## src/sv/cpib_pkg.sv

```systemverilog
// Package with the shared constants, word types and symbol function of the palette builder.
`timescale 1ns / 1ps

package cpib_pkg;

    localparam int PALETTE_ENTRIES = 16;
    localparam int IDX_W           = (PALETTE_ENTRIES > 1) ? $clog2(PALETTE_ENTRIES) : 1;
    localparam int CNT_W           = $clog2(PALETTE_ENTRIES + 1);
    localparam int OUT_IDX_W       = 4;
    localparam int SYM_W           = 7;

    localparam logic [SYM_W-1:0] SYM_SPACE  = 7'd32;
    localparam logic [SYM_W-1:0] SYM_BASE   = 7'd64;
    localparam logic [SYM_W-1:0] SYM_NONE   = 7'd0;

    typedef struct packed {
        logic [7:0] red;
        logic [7:0] green;
        logic [7:0] blue;
    } t_pixel;

    localparam int PIXEL_W = $bits(t_pixel);

    typedef struct packed {
        logic [OUT_IDX_W-1:0] palette_index;
        logic [SYM_W-1:0]     symbol_code;
        logic                 newly_added;
        logic                 table_full_error;
    } t_result;

    // Commands from the controller to the datapath.
    typedef struct packed {
        logic start;
        logic step;
        logic finish;
    } t_dp_cmd;

    // Status from the datapath to the controller.
    typedef struct packed {
        logic hit;
        logic exhausted;
        logic out_free;
    } t_dp_status;

    // Space for index 0, then 'A', 'B', ... for the indices after it.
    function automatic logic [SYM_W-1:0] symbol_of(input logic [CNT_W-1:0] idx);
        logic [SYM_W-1:0] sym;
        if (idx == '0) begin
            sym = SYM_SPACE;
        end else begin
            sym = SYM_BASE + SYM_W'(idx);
        end
        return sym;
    endfunction

endpackage

```

## src/sv/cpib_ram.sv

```systemverilog
// Generic single-write, single-read RAM with a registered read port.
`timescale 1ns / 1ps

module cpib_ram #(
    parameter int WIDTH = 8,
    parameter int DEPTH = 16
) (
    input  logic                             i_clk,
    input  logic                             i_we,
    input  logic [$clog2(DEPTH > 1 ? DEPTH : 2)-1:0] i_waddr,
    input  logic [WIDTH-1:0]                 i_wdata,
    input  logic                             i_re,
    input  logic [$clog2(DEPTH > 1 ? DEPTH : 2)-1:0] i_raddr,
    output logic [WIDTH-1:0]                 o_rdata
);

    logic [WIDTH-1:0] r_mem [DEPTH];
    logic [WIDTH-1:0] r_rdata;

    always_ff @(posedge i_clk) begin
        if (i_we) begin
            r_mem[i_waddr] <= i_wdata;
        end
        if (i_re) begin
            r_rdata <= r_mem[i_raddr];
        end
    end

    assign o_rdata = r_rdata;

endmodule

```

## src/sv/cpib_ctrl.sv

```systemverilog
// Controller state machine that sequences the palette scan and the result hand-off.
`timescale 1ns / 1ps

module cpib_ctrl (
    input  logic                 i_clk,
    input  logic                 i_rst_n,
    input  logic                 i_in_valid,
    output logic                 o_in_ready,
    input  cpib_pkg::t_dp_status i_status,
    output cpib_pkg::t_dp_cmd    o_cmd
);

    localparam logic S_IDLE = 1'b0;
    localparam logic S_SCAN = 1'b1;

    logic r_state;
    logic n_state;
    logic done;

    assign done = i_status.hit || i_status.exhausted;

    always_comb begin
        n_state      = r_state;
        o_cmd.start  = 1'b0;
        o_cmd.step   = 1'b0;
        o_cmd.finish = 1'b0;
        o_in_ready   = 1'b0;
        unique case (r_state)
            S_IDLE: begin
                o_in_ready = 1'b1;
                if (i_in_valid) begin
                    o_cmd.start = 1'b1;
                    n_state     = S_SCAN;
                end
            end
            S_SCAN: begin
                // A finished search waits here until the output register can take the word.
                if (done) begin
                    if (i_status.out_free) begin
                        o_cmd.finish = 1'b1;
                        n_state      = S_IDLE;
                    end
                end else begin
                    o_cmd.step = 1'b1;
                end
            end
            default: begin
                n_state = S_IDLE;
            end
        endcase
    end

    always_ff @(posedge i_clk) begin
        if (!i_rst_n) begin
            r_state <= S_IDLE;
        end else begin
            r_state <= n_state;
        end
    end

endmodule

```

## src/sv/cpib_dp.sv

```systemverilog
// Datapath: pixel key, scan counter, palette RAM, entry count and output register.
`timescale 1ns / 1ps

module cpib_dp (
    input  logic                 i_clk,
    input  logic                 i_rst_n,
    input  cpib_pkg::t_pixel     i_pixel,
    input  cpib_pkg::t_dp_cmd    i_cmd,
    output cpib_pkg::t_dp_status o_status,
    output logic                 o_out_valid,
    input  logic                 i_out_ready,
    output cpib_pkg::t_result    o_out_data
);

    cpib_pkg::t_pixel              r_key;
    logic [cpib_pkg::CNT_W-1:0]    r_scan_idx;
    logic [cpib_pkg::CNT_W-1:0]    n_scan_idx;
    logic [cpib_pkg::CNT_W-1:0]    r_used_count;
    logic [cpib_pkg::CNT_W-1:0]    n_used_count;
    logic                          r_pend;
    logic                          n_pend;
    logic [cpib_pkg::IDX_W-1:0]    r_pend_idx;
    logic [cpib_pkg::IDX_W-1:0]    n_pend_idx;
    logic                          r_out_valid;
    logic                          n_out_valid;
    cpib_pkg::t_result             r_out_data;
    cpib_pkg::t_result             n_out_data;

    logic                          issue;
    logic                          rd_en;
    logic                          wr_en;
    logic                          has_room;
    logic [cpib_pkg::PIXEL_W-1:0]  rd_data;
    logic [cpib_pkg::CNT_W-1:0]    res_idx;

    assign issue    = r_scan_idx < r_used_count;
    assign rd_en    = i_cmd.step && issue;
    assign has_room = r_used_count < cpib_pkg::CNT_W'(cpib_pkg::PALETTE_ENTRIES);
    assign wr_en    = i_cmd.finish && !o_status.hit && has_room;

    // The RAM word read last cycle belongs to entry r_pend_idx.
    assign o_status.hit       = r_pend && (rd_data == r_key);
    assign o_status.exhausted = !r_pend && !issue;
    assign o_status.out_free  = !r_out_valid || i_out_ready;

    assign res_idx = o_status.hit ? cpib_pkg::CNT_W'(r_pend_idx) : r_used_count;

    cpib_ram #(
        .WIDTH(cpib_pkg::PIXEL_W),
        .DEPTH(cpib_pkg::PALETTE_ENTRIES)
    ) u_table (
        .i_clk  (i_clk),
        .i_we   (wr_en),
        .i_waddr(r_used_count[cpib_pkg::IDX_W-1:0]),
        .i_wdata(r_key),
        .i_re   (rd_en),
        .i_raddr(r_scan_idx[cpib_pkg::IDX_W-1:0]),
        .o_rdata(rd_data)
    );

    always_comb begin
        n_scan_idx   = r_scan_idx;
        n_used_count = r_used_count;
        n_pend       = r_pend;
        n_pend_idx   = r_pend_idx;
        n_out_valid  = r_out_valid;
        n_out_data   = r_out_data;

        if (i_cmd.start) begin
            n_scan_idx = '0;
            n_pend     = 1'b0;
        end else if (i_cmd.step) begin
            n_pend     = issue;
            n_pend_idx = r_scan_idx[cpib_pkg::IDX_W-1:0];
            if (issue) begin
                n_scan_idx = r_scan_idx + cpib_pkg::CNT_W'(1);
            end
        end

        if (i_out_ready) begin
            n_out_valid = 1'b0;
        end

        if (i_cmd.finish) begin
            n_out_valid = 1'b1;
            if (o_status.hit || has_room) begin
                n_out_data.palette_index    = cpib_pkg::OUT_IDX_W'(res_idx);
                n_out_data.symbol_code      = cpib_pkg::symbol_of(res_idx);
                n_out_data.newly_added      = !o_status.hit;
                n_out_data.table_full_error = 1'b0;
            end else begin
                n_out_data.palette_index    = '0;
                n_out_data.symbol_code      = cpib_pkg::SYM_NONE;
                n_out_data.newly_added      = 1'b0;
                n_out_data.table_full_error = 1'b1;
            end
            if (wr_en) begin
                n_used_count = r_used_count + cpib_pkg::CNT_W'(1);
            end
        end
    end

    always_ff @(posedge i_clk) begin
        if (!i_rst_n) begin
            r_used_count <= '0;
            r_pend       <= 1'b0;
            r_out_valid  <= 1'b0;
        end else begin
            r_used_count <= n_used_count;
            r_pend       <= n_pend;
            r_out_valid  <= n_out_valid;
        end
    end

    always_ff @(posedge i_clk) begin
        if (i_cmd.start) begin
            r_key <= i_pixel;
        end
        r_scan_idx <= n_scan_idx;
        r_pend_idx <= n_pend_idx;
        r_out_data <= n_out_data;
    end

    assign o_out_valid = r_out_valid;
    assign o_out_data  = r_out_data;

endmodule

```

## src/sv/color_palette_index_builder.sv

```systemverilog
// Top level of the learned palette lookup with insert.
//
//   channel  direction  handshake                 word
//   in       input      i_in_valid / o_in_ready   i_in_data  (red, green, blue)
//   out      output     o_out_valid / i_out_ready o_out_data (index, symbol, flags)
//
// On a miss the scan reads every used entry before the result is loaded.
// On a hit the scan stops at the first match.
// The palette RAM is read one entry per cycle through its registered read port.
// The next pixel is taken in the cycle after the result is loaded.
// Reset clears the entry count; the palette RAM itself is not cleared.
// A finished result waits in the scan state while the output register is still occupied.
`timescale 1ns / 1ps

module color_palette_index_builder (
    input  logic              i_clk,
    input  logic              i_rst_n,
    input  logic              i_in_valid,
    output logic              o_in_ready,
    input  cpib_pkg::t_pixel  i_in_data,
    output logic              o_out_valid,
    input  logic              i_out_ready,
    output cpib_pkg::t_result o_out_data
);

    cpib_pkg::t_dp_cmd    cmd;
    cpib_pkg::t_dp_status status;

    cpib_ctrl u_ctrl (
        .i_clk     (i_clk),
        .i_rst_n   (i_rst_n),
        .i_in_valid(i_in_valid),
        .o_in_ready(o_in_ready),
        .i_status  (status),
        .o_cmd     (cmd)
    );

    cpib_dp u_dp (
        .i_clk      (i_clk),
        .i_rst_n    (i_rst_n),
        .i_pixel    (i_in_data),
        .i_cmd      (cmd),
        .o_status   (status),
        .o_out_valid(o_out_valid),
        .i_out_ready(i_out_ready),
        .o_out_data (o_out_data)
    );

`ifndef SYNTHESIS
    // The cycle after an accept is always spent searching, so no pixel is taken then.
    a_busy_after_accept: assert property (@(posedge i_clk) disable iff (!i_rst_n)
        (i_in_valid && o_in_ready) |=> !o_in_ready)
        else $error("input accepted again right after an accept");

    // A full-table error never comes with a stored entry.
    a_flags_exclusive: assert property (@(posedge i_clk) disable iff (!i_rst_n)
        o_out_valid |-> !(o_out_data.newly_added && o_out_data.table_full_error))
        else $error("newly_added and table_full_error both set");

    // An error word carries index zero and a null symbol.
    a_error_word: assert property (@(posedge i_clk) disable iff (!i_rst_n)
        (o_out_valid && o_out_data.table_full_error) |->
            (o_out_data.palette_index == '0 && o_out_data.symbol_code == cpib_pkg::SYM_NONE))
        else $error("error word has nonzero index or symbol");

    // Every valid non-error word has a printable symbol.
    a_symbol_range: assert property (@(posedge i_clk) disable iff (!i_rst_n)
        (o_out_valid && !o_out_data.table_full_error) |->
            (o_out_data.symbol_code == cpib_pkg::SYM_SPACE ||
             o_out_data.symbol_code > cpib_pkg::SYM_BASE))
        else $error("symbol out of range for a valid entry");
`endif

endmodule
```

## config.mk

```make
export PLATFORM = sky130hd
export DESIGN_NAME = color_palette_index_builder
export DESIGN_NICKNAME = d
export VERILOG_FILES = /design/src/sv/cpib_pkg.sv /design/src/sv/cpib_ram.sv /design/src/sv/cpib_ctrl.sv /design/src/sv/cpib_dp.sv /design/src/sv/color_palette_index_builder.sv
export SDC_FILE = /design/constraint.sdc
export NUM_CORES = 1
export LEC_CHECK = 0
export ABC_CLOCK_PERIOD_IN_PS = 5300
export BUFFER_PORTS_ARGS = -buffer_cell sky130_fd_sc_hd__buf_2
export CORE_MARGIN = 3
export CORE_UTILIZATION = 62
export DETAILED_ROUTE_END_ITERATION = 10
export PLACE_DENSITY = 0.87
export SYNTH_ARGS = -nofsm -noshare
export SYNTH_HDL_FRONTEND = slang
export SYNTH_SLANG_ARGS = --single-unit
```

## constraint.sdc

```tcl
create_clock -name i_clk -period 5.3 [get_ports i_clk]
set_input_delay 1.06 -clock i_clk [delete_from_list [all_inputs] [get_ports i_clk]]
set_output_delay 1.06 -clock i_clk [all_outputs]
set_load 0.05 [all_outputs]
```

# Word-level counts from Yosys, hierarchy flattened
# Memory sizes are Yosys's and may differ from the RTL's. A register that Yosys moved wholly into a read port is not among the register bits.
# Index checks and enable logic that the tools add are counted.
[word_totals]
elab_cells = 61
inputBits = 28
ramBits = 384
output_inout_bits = 15
mem_count = 1
register_bits = 54
[mem_list]
columns = ["memory", "depth", "width", "read_ports", "rd_ports_with_merged_regs", "wr", "line", "source"]
rows = [
  ["u_dp.u_table.r_mem", 16, 24, 1, 1, 1, "cpib_ram.sv:17", "logic [WIDTH-1:0] r_mem [DEPTH];"],
]
[op_classes]
reduce_logical = 19
add_sub_neg = 3
order_cmp = 2
muxes = 17
bitwise_logic = 4
eq_ne = 1
[op_table]
columns = ["cell", "count"]
rows = [
  ["equality test 24 bit", 1],
  ["2-to-1 mux 1 bit", 13],
  ["adder 5 x 1 -> 5 bit (second input constant)", 2],
  ["adder 7 x 5 -> 7 bit (first input constant)", 1],
  ["2-to-1 mux 6 bit", 1],
  ["AND reduction 2 bit", 3],
  ["logical AND 1 bit", 5],
  ["zero test 5 bit", 1],
  ["< comparator 5 bit", 1],
  ["< comparator 5 bit (second input constant)", 1],
  ["2-to-1 mux 5 bit", 1],
  ["zero test 1 bit", 4],
  ["inverter 1 bit", 4],
  ["OR reduction 2 bit", 2],
  ["logical OR 1 bit", 3],
  ["2-to-1 mux 2 bit", 1],
  ["case mux 1 bit (2 select lines)", 1],
  ["nonzero test 2 bit", 1],
]

# Longest topological paths before layout
# Gate-level depths: netlist of the first run.
[logic_depth]
ltp_word = 10
depth_mapped = 9
mapped_depth_nobuf = 7

# Cells and area by module
# From an unflattened synthesis of the first run, not the netlist that was laid out.
[unflattened]
cells_unflattened = 836
hier_area_um2 = 17685.7
[by_module_without_submodules]
columns = ["mod", "seq_area_each_um2", "area_per_inst_um2", "n_inst", "cells_each"]
rows = [
  ["cpib_ram", 12251.8, 15170.8, 1, 636],
  ["cpib_dp", 1471.4, 2461.1, 1, 193],
  ["cpib_ctrl", 20.0, 53.8, 1, 7],
]

# Worst setup path after synthesis of the first run
# No wires, ideal clock.
[synth_path]
path_type = "reg2reg"
startpoint = "register u_dp.r_used_count[3] (netlist bit)"
endpoint = "memory u_dp.u_table.r_mem[11][0] (netlist bit) (enable)"
arrival_ns = 3.685
path_stages_with_launch = 9
path_slack_ns = 1.180
path_buffers = 2
setup_time_ns = 0.435
period_less_slack_ns = 4.120
required_time_ns = 4.865
path_cell_list = "dfxtp_1 clkbuf_1 inv_1 ha_1 o211ai_1 o211a_1 or4b_1 buf_2 nor3_1"
[synth_between]
elab_chain_len = 10
word_cells_on_any_way = 11
cone_classes = "order compare (2); mux (4); reduce/logical (5)"
[synth_rtl]
columns = ["item", "line", "source"]
rows = [
  ["from (decl)", "cpib_dp.sv:18", "logic [cpib_pkg::CNT_W-1:0] r_used_count;"],
  ["from (signal assigned)", "cpib_dp.sv:109", "r_used_count <= n_used_count;"],
  ["< comparator 5 bit", "cpib_dp.sv:36", "assign issue = r_scan_idx < r_used_count;"],
  ["zero test 1 bit", "cpib_dp.sv:43", "assign o_status.exhausted = !r_pend && !issue;"],
  ["logical AND 1 bit", "cpib_dp.sv:43", ""],
  ["logical OR 1 bit", "cpib_ctrl.sv:20", "assign done = i_status.hit || i_status.exhausted;"],
  ["2-to-1 mux 1 bit", "cpib_ctrl.sv:38", "if (done) begin"],
  ["2-to-1 mux 2 bit", "cpib_ctrl.sv:28", "unique case (r_state)"],
  ["logical AND 1 bit (2 in a row)", "cpib_dp.sv:39", "assign wr_en = i_cmd.finish && !o_status.hit && has_room;"],
  ["2-to-1 mux 1 bit", "cpib_ram.sv:21", "if (i_we) begin"],
  ["2-to-1 mux 1 bit (not written as such)", "cpib_ram.sv:22", "r_mem[i_waddr] <= i_wdata;"],
  ["to (decl)", "cpib_ram.sv:17", ""],
]
# Parallel ways exist; a longest one is shown, timed or not.

# Worst setup path after layout of the first run
[layout_path]
startpoint = "register u_dp.r_used_count[3] (netlist bit)"
endpoint = "memory u_dp.u_table.r_mem[6][19] (netlist bit) (enable)"
# The elaborated chain is that of the path after synthesis.

==> results of run 1 <==
metal layers:
| metal | part of all wire, % | up-vias | global-route usage, % | wire (µm) |
|---|---|---|---|---|
| li1 | - | 3429 | - | - |
| met1 | 37 | 4419 | 34.55 | 13720 |
| met2 | 53 | 492 | 42.95 | 19870 |
| met3 | 7.6 | 93 | 3.846 | 2855 |
| met4 | 2.9 | 0 | 8.178 | 1087 |
| met5 | 0 | - | 0 | 0 |
cell type report:
| cell class | instances | area [µm²] | share of cell area (%) |
|---|---|---|---|
| clock buffers | 56 | 1210 | 6.044 |
| clock inverters | 26 | 346.6 | 1.731 |
| inverters | 16 | 60.06 | 0.3000 |
| multi-input cells | 264 | 3779 | 18.88 |
| flip-flops and latches | 462 | 13750 | 68.70 |
| well taps | 378 | 473.0 | 2.363 |
| repair buffers | 67 | 397.9 | 1.988 |
logic make-up after synthesis:
logic type | after synthesis | synth area share, %
xor+xnor | 27 | 1.333
simple gates | 73 | 2.378
buf+inv | 52 | 1.291
compound gates | 27 | 1.213
fa+ha+maj | 9 | 0.6349
mux | 127 | 15.64
other cells | 1 | 0.02114
flops | 462 | 77.49
how the worst max path moves through the flow:
stage,endpoint,start,cells after the start,slack [ns]
2_1_floorplan,u_dp.u_table.r_mem[11][0],u_dp.r_used_count[3],8,1.18
3_3_place_gp,u_dp.u_table.r_mem[14][12],i_out_ready,6,1.59
3_5_place_dp,u_dp.u_table.r_mem[12][9],u_dp.r_used_count[3],7,1.37
4_1_cts,u_dp.u_table.r_mem[6][19],u_dp.r_scan_idx[1],6,1.35
5_1_grt,u_dp.u_table.r_mem[14][11],u_dp.r_used_count[3],7,1.04
6_report,u_dp.u_table.r_mem[6][19],u_dp.r_used_count[3],7,1.31
sequential cells by signal, summed over array words and instances (netlist names):
name,cells
u_ctrl.r_state,1
u_dp.o_out_data,13
u_dp.o_out_valid,1
u_dp.r_key,24
u_dp.r_pend,1
u_dp.r_pend_idx,4
u_dp.r_scan_idx,5
u_dp.r_used_count,5
u_dp.u_table.o_rdata,24
u_dp.u_table.r_mem,384
where the power goes:
group / switching [W] / internal [W] / total (W)
Clock: 0.00132 / 0.00202 / 0.00334
Combinational: 0.000699 / 0.000673 / 0.00137
Sequential: 0.000201 / 0.00426 / 0.00446
Total: 0.00222 / 0.00695 / 0.00918
placed cells by master (no fill, tap or decap), types with 2 or more instances in the layout:
cell type  synthesis  final
a31o_2             8      8
nor4_1            11     11
buf_2             15     42
nand4_1            2      2
clkbuf_16          0     47
clkbuf_1          17      9
clkinv_1           0      4
nand2_1            5      5
xnor2_1            4      4
inv_1             16     16
o21ai_0            2      2
xor2_1            23     23
dfxtp_4            0      2
nand3_1            4      4
nor3_1             8      5
o211a_1            2      2
ha_1               9      9
and3_1            17     17
nand4b_1           2      2
clkinv_2           0     10
nor3_2             0      3
mux2i_1            6      6
dfxtp_1           13     10
buf_4              0     25
a21oi_1            2      2
a211oi_1           2      2
and2_1             4      4
bufinv_16          0      8
o211ai_1           4      4
nor2_1            12     12
mux4_2           120    120
edfxtp_1         449    449
metrics by stage:
stage / total power [W] / cells / cell area [µm²] / setup WS (ns) / utilization (%)
floorplan: 0.005518 / 778 / 17740 / 1.180 / -
global placement: 0.005826 / 1187 / 18460 / 1.588 / 65.91
detailed placement: 0.005898 / 1187 / 18460 / 1.365 / 65.91
CTS: 0.009233 / 1269 / 20020 / 1.353 / 71.47
global route: 0.009462 / 1269 / 20020 / 1.040 / 71.47
finish: 0.009177 / 1269 / 20020 / 1.311 / 71.47
critical path, stage by stage (launching register included):
cell      delay (ns)
dfxtp_1         0.52
inv_1           0.22
ha_1            0.34
o211ai_1        0.11
o211a_1         0.28
nor3_1          1.03
and3_1          0.80
buf_4           0.37
==> results.py, run 1 <==
metrics = {
    "run_status": {
        "status": "finished, final reports clean",
    },
    "pwr": {
        "vdd_ir_drop_max_mv": 0.3380,
        "power.leakage_nw": 6.423,
        "powerDensity_nw_per_um2": 458.4,
    },
    "route": {
        "routedWlPerCell_um": 29.58,
        "drt_iter0_drc": 1092,
        "wl_um": 37530,
        "ant_nets": 0,
        "dr.pass1.iters": 5,
        "vias": 8433,
        "via_per_inst": 6.645,
        "drc": 0,
    },
    "timing": {
        "clock_skew_ns": 0.02138,
        "hold_ws_ns": 0.5082,
        "fin_tns_setup_ns": 0,
        "hold_violations": 0,
        "fin_crit_ns": 3.989,
        "rsz0062_at_grt": "no",
        "fin_crit_sh_pct": 75.27,
        "slew_viol_final": 0,
        "tightest_slew_ns": 1.361,
        "max_freq_mhz": 250.7,
        "finalSetupViolCount": 0,
        "slew_headroom_pct": 9.176,
    },
    "yosys": {
        "yosysMostFrequentCell": "edfxtp_1",
        "synth_fp_nets": 815,
        "yosysWarnings": 0,
        "syn_avg_cell_area_um2": 22.80,
        "synth_ff_type": "edfxtp_1",
        "yosys.area.top_type": "edfxtp_1",
        "netlist_top_cells_count": "edfxtp_1 (449), mux4_2 (120), xor2_1 (23)",
        "synth_seq_area_share_pct": 77.49,
        "synth_cell_types": 44,
        "yosysTopAreaCellShare_pct": 76.02,
        "synth_edf_count": 449,
        "synth_area_leaders": "edfxtp_1 (76%), mux4_2 (15%), dfxtp_1 (1.5%)",
        "syn-cell-area_um2": 17740,
        "synthCells": 778,
        "synthArstFlopShare_pct": 0,
        "synth-seq-cells": 462,
    },
    "floorplanning": {
        "core-area_um2": 28010,
        "die_y_um": 175.1,
        "die_x_um": 175.1,
        "start_util_pct": 63.32,
        "ioPinCount": 43,
        "die_area_um2": 30670,
        "rows": 61,
    },
    "clock_tree": {
        "ctsResizeCount": 0,
        "clockRootBuffer": "clkbuf_16",
        "post_cts_buffers": 0,
        "h-tree-depth": 2,
        "clkTransAtPathRegs_ns": 0.06,
        "cts_buffers": 45,
        "insertion_delay_ns": 0.55,
        "clockBufferDepth": 3,
        "cts_tree": "built",
        "clkSinkCount": 462,
        "cts_hold_buf": 0,
    },
    "cells_and_area": {
        "diodes": 0,
        "area_growth_pct": 12.87,
        "drive_gt1_share_pct": 30.64,
        "fin_nets": 893,
        "nFillCells": 1531,
    },
    "critical_path": {
        "timing.rr.end": "u_dp.u_table.r_mem[6][19]",
        "worstPathMaxFanout": 14,
        "r2r_slack_ns": 1.31,
        "required_ns": 5.53,
        "reg2reg_depth": 7,
        "startpoint_type": "flop",
        "rr_startpoint": "u_dp.r_used_count[3]",
        "worst-setup-path-type": "flop to flop",
        "critPathArrivalTime_ns": 4.22,
        "endpoint_kind": "flop",
    },
    "global_routing": {
        "grt_overflow": 0,
        "grt_usage_pct": 25.30,
        "grt_first_pass_wirelength_um": 57010,
        "first_global_vias": 8907,
        "antenna_found_initial": 0,
        "grt_max_degree": 64,
    },
    "job": {
        "max_cap_viol_count": 0,
    },
    "place": {
        "io_buffer_count": 42,
        "gp_congestion": 0.8486,
        "hpwl_um": 20490,
    },
    "min_path": {
        "hold_end": "u_dp.r_scan_idx[4]",
        "hold_start": "u_dp.r_scan_idx[4]",
        "min_path_cells": 1,
        "hp-class": "flop to flop",
    },
}
Power figures use the tool's default switching activity.
==> inputs of run 2 (changes only) <==
ABC_AREA = 1   (was not set)
ABC_CLOCK_PERIOD_IN_PS = 3600   (was 5300)
CORE_UTILIZATION = 56   (was 62)
PLACE_DENSITY = 0.83   (was 0.87)
clock period = 3.6 ns   (was 5.3 ns; I/O delays follow)
==> run 2 against run 1 <==
  * Worst setup slack lost 0.67 ns
  * Global-route usage shrank 0.23 points
  * Sequential cell count is the same
  * Non-clock buffer count grew 3
  * Largest power group unchanged
  * Highest routed layer unchanged
==> results.py, run 2 <==
metrics = {
    "timing": {
        "slew_headroom_pct": 25.12,
        "timing.final.ws_setup_ns": 0.6422,
        "clock_skew_ns": 0.01427,
        "slew_viol_final": 0,
        "fin_tns_setup_ns": 0,
        "rsz0062_at_grt": "no",
        "tightest_slew_ns": 1.123,
        "fin_crit_ns": 2.958,
        "max_freq_mhz": 338.1,
        "finalSetupViolCount": 0,
        "fin_crit_sh_pct": 82.16,
        "hold_violations": 0,
    },
    "critical_path": {
        "endpoint_kind": "flop",
        "required_ns": 3.89,
        "worst-setup-path-type": "flop to flop",
        "critPathArrivalTime_ns": 3.25,
        "worstPathMaxFanout": 19,
        "startpoint_type": "flop",
    },
    "cells_and_area": {
        "drive_gt1_share_pct": 10.85,
        "largest_register_ffs": 384,
        "nFillCells": 2160,
        "top_register": "u_dp.u_table.r_mem",
        "area_growth_pct": 12.18,
        "mostFrequentLayoutCells": "edfxtp_1 (449), nor2_1 (233), o21ai_0 (195)",
        "layout_commonest_cell": "edfxtp_1",
        "diodes": 0,
        "fin_nets": 1478,
    },
    "place": {
        "io_buffer_count": 42,
        "hpwl_um": 22290,
        "place_ws_ns": 0.7874,
        "gp_congestion": 0.8422,
    },
    "yosys": {
        "synth_area_leaders": "edfxtp_1 (74%), o21ai_0 (5.4%), nor2_1 (5.2%)",
        "synthArstFlopShare_pct": 0,
        "synth_xor_area_share_pct": 0.1927,
        "synth_top_family_by_area": "simple AND/OR/NAND/NOR gates",
        "synthAdderAreaFrac_pct": 0.6194,
        "netlist_top_cells_count": "edfxtp_1 (449), nor2_1 (250), o21ai_0 (195)",
        "syn-cell-area_um2": 18180,
        "synth_cell_types": 35,
        "synth_seq_area_share_pct": 75.60,
        "synth_fp_nets": 1437,
        "synth.area.mux_share_pct": 0,
        "yosysTopAreaCellShare_pct": 74.16,
        "synth_compound_area_share_pct": 9.966,
        "syn_avg_cell_area_um2": 12.99,
        "synth_edf_count": 449,
        "yosysWarnings": 0,
        "synth-seq-cells": 462,
        "synth_ff_type": "edfxtp_1",
        "yosys.area.top_type": "edfxtp_1",
        "yosysMostFrequentCell": "edfxtp_1",
        "synth-simple-area-share_pct": 10.38,
        "synthCells": 1400,
    },
    "clock_tree": {
        "ctsResizeCount": 0,
        "h-tree-depth": 2,
        "insertion_delay_ns": 0.54,
        "clkTransAtPathRegs_ns": 0.06,
        "cts_hold_buf": 0,
        "clockBufferDepth": 3,
        "cts_tree": "built",
        "clockRootBuffer": "clkbuf_16",
        "post_cts_buffers": 0,
        "clkSinkCount": 462,
        "cts_buffers": 44,
    },
    "pwr": {
        "swShare_pct": 22.40,
        "power.leakage_nw": 7.038,
        "vdd_ir_drop_max_mv": 0.5442,
        "combinationalPowerShare_pct": 6.7,
        "powerDensity_nw_per_um2": 558.0,
        "power_frac_clock_pct": 38.7,
        "p_int_w": 0.008831,
        "power.net_switching_w": 0.002550,
        "seq_power_share_pct": 54.6,
    },
    "route": {
        "vias": 11730,
        "wl_um": 43250,
        "dr.pass1.iters": 6,
        "routedWlPerCell_um": 22.66,
        "ant_nets": 0,
        "via_per_inst": 6.146,
        "drc": 0,
        "drt_iter0_drc": 1587,
    },
    "global_routing": {
        "first_global_vias": 11620,
        "grt_max_degree": 196,
        "grt_overflow": 0,
        "grt_first_pass_wirelength_um": 65930,
        "grt_usage_pct": 25.07,
        "antenna_found_initial": 0,
    },
    "floorplanning": {
        "die_y_um": 186.2,
        "die_x_um": 186.2,
        "start_util_pct": 57.17,
        "rows": 65,
        "core-area_um2": 31800,
        "die_area_um2": 34660,
        "ioPinCount": 43,
    },
    "min_path": {
        "hp-class": "input port to flop",
    },
    "run_status": {
        "status": "finished, final reports clean",
    },
    "job": {
        "max_cap_viol_count": 0,
    },
}
run 2: cell types whose count changed in the layout (fill, tap and decap cells not counted), moves of 39 or more:
cell,before,now
mux4_2,120,0
o221ai_1,1,40
o22ai_1,0,56
nor2_1,12,233
o21ai_0,2,195
nand2_1,5,149
inv_1,16,68
nand3_1,4,46
run 2: through the flow:
step	hold WS, ns	total power, W	instances	util [%]	instance area (µm²)
final	0.3545	0.01138	1909	64.14	20390
after CTS	0.3409	0.01140	1909	64.14	20390
after global routing	0.3395	0.01173	1909	64.14	20390
after floorplan	0.4472	0.006798	1400	-	18180
after global placement	0.4646	0.007029	1830	59.83	19030
after detailed placement	0.4679	0.007068	1830	59.83	19030
run 2: area by class of cell:
class | count | area, µm² | area share, %
Clock buffer | 54 | 1139 | 5.583
Clock inverter | 25 | 229.0 | 1.123
Inverter | 73 | 277.8 | 1.362
Multi-Input combinational cell | 790 | 3948 | 19.36
Sequential cell | 462 | 13750 | 67.42
Tap cell | 435 | 544.3 | 2.669
Timing Repair Buffer | 70 | 508.0 | 2.491
run 2: cell families (layout without fill, tap and decap cells):
group / count (synthesis) / count (layout)
buffers and inverters: 148 / 222
XOR/XNOR: 4 / 4
other: 1 / 1
AO/OA/AOI/OAI: 313 / 313
adder cells (fa/ha/maj): 9 / 9
flip-flops: 462 / 462
AND/OR/NAND/NOR: 463 / 463
run 2: critical path: stages (launching register included):
cell      delay [ns]
edfxtp_1        0.64
nand2_1         0.21
nand2_1         0.07
nor2_1          0.36
nand2_1         0.16
nor2_2          0.26
nand3_2         0.23
nand4_2         0.23
inv_1           0.25
buf_12          0.25
run 2: final timing paths:
kind,startpoint,slack [ns],depth (start not counted),to
setup / recovery,u_dp.r_key[0],0.64,9,u_dp.u_table.o_rdata[2]
hold reg to reg,u_dp.r_pend,0.47,2,u_dp.r_pend
setup reg to reg,u_dp.r_key[0],0.64,9,u_dp.u_table.o_rdata[2]
hold / removal,i_in_data[16],0.35,1,u_dp.r_key[16]
run 2: metal layers:
layer  vias up  part of all wire [%]  global-route usage [%]
met5         -                     0                       0
met3       141                    10                   4.648
met1      5652                    36                   32.84
li1       5171                     -                       -
met2       768                    50                   41.68
met4         0                   3.8                   10.84
run 2: power groups by stage:
stage / Combinational [W] / Clock (W) / Sequential (W)
5_1_grt: 0.000837 / 0.00467 / 0.00622
4_1_cts: 0.000756 / 0.00444 / 0.00621
2_1_floorplan: 0.000458 / 0 / 0.00634
6_report: 0.000760 / 0.00441 / 0.00621
3_5_place_dp: 0.000746 / 0 / 0.00632
3_3_place_gp: 0.000718 / 0 / 0.00631
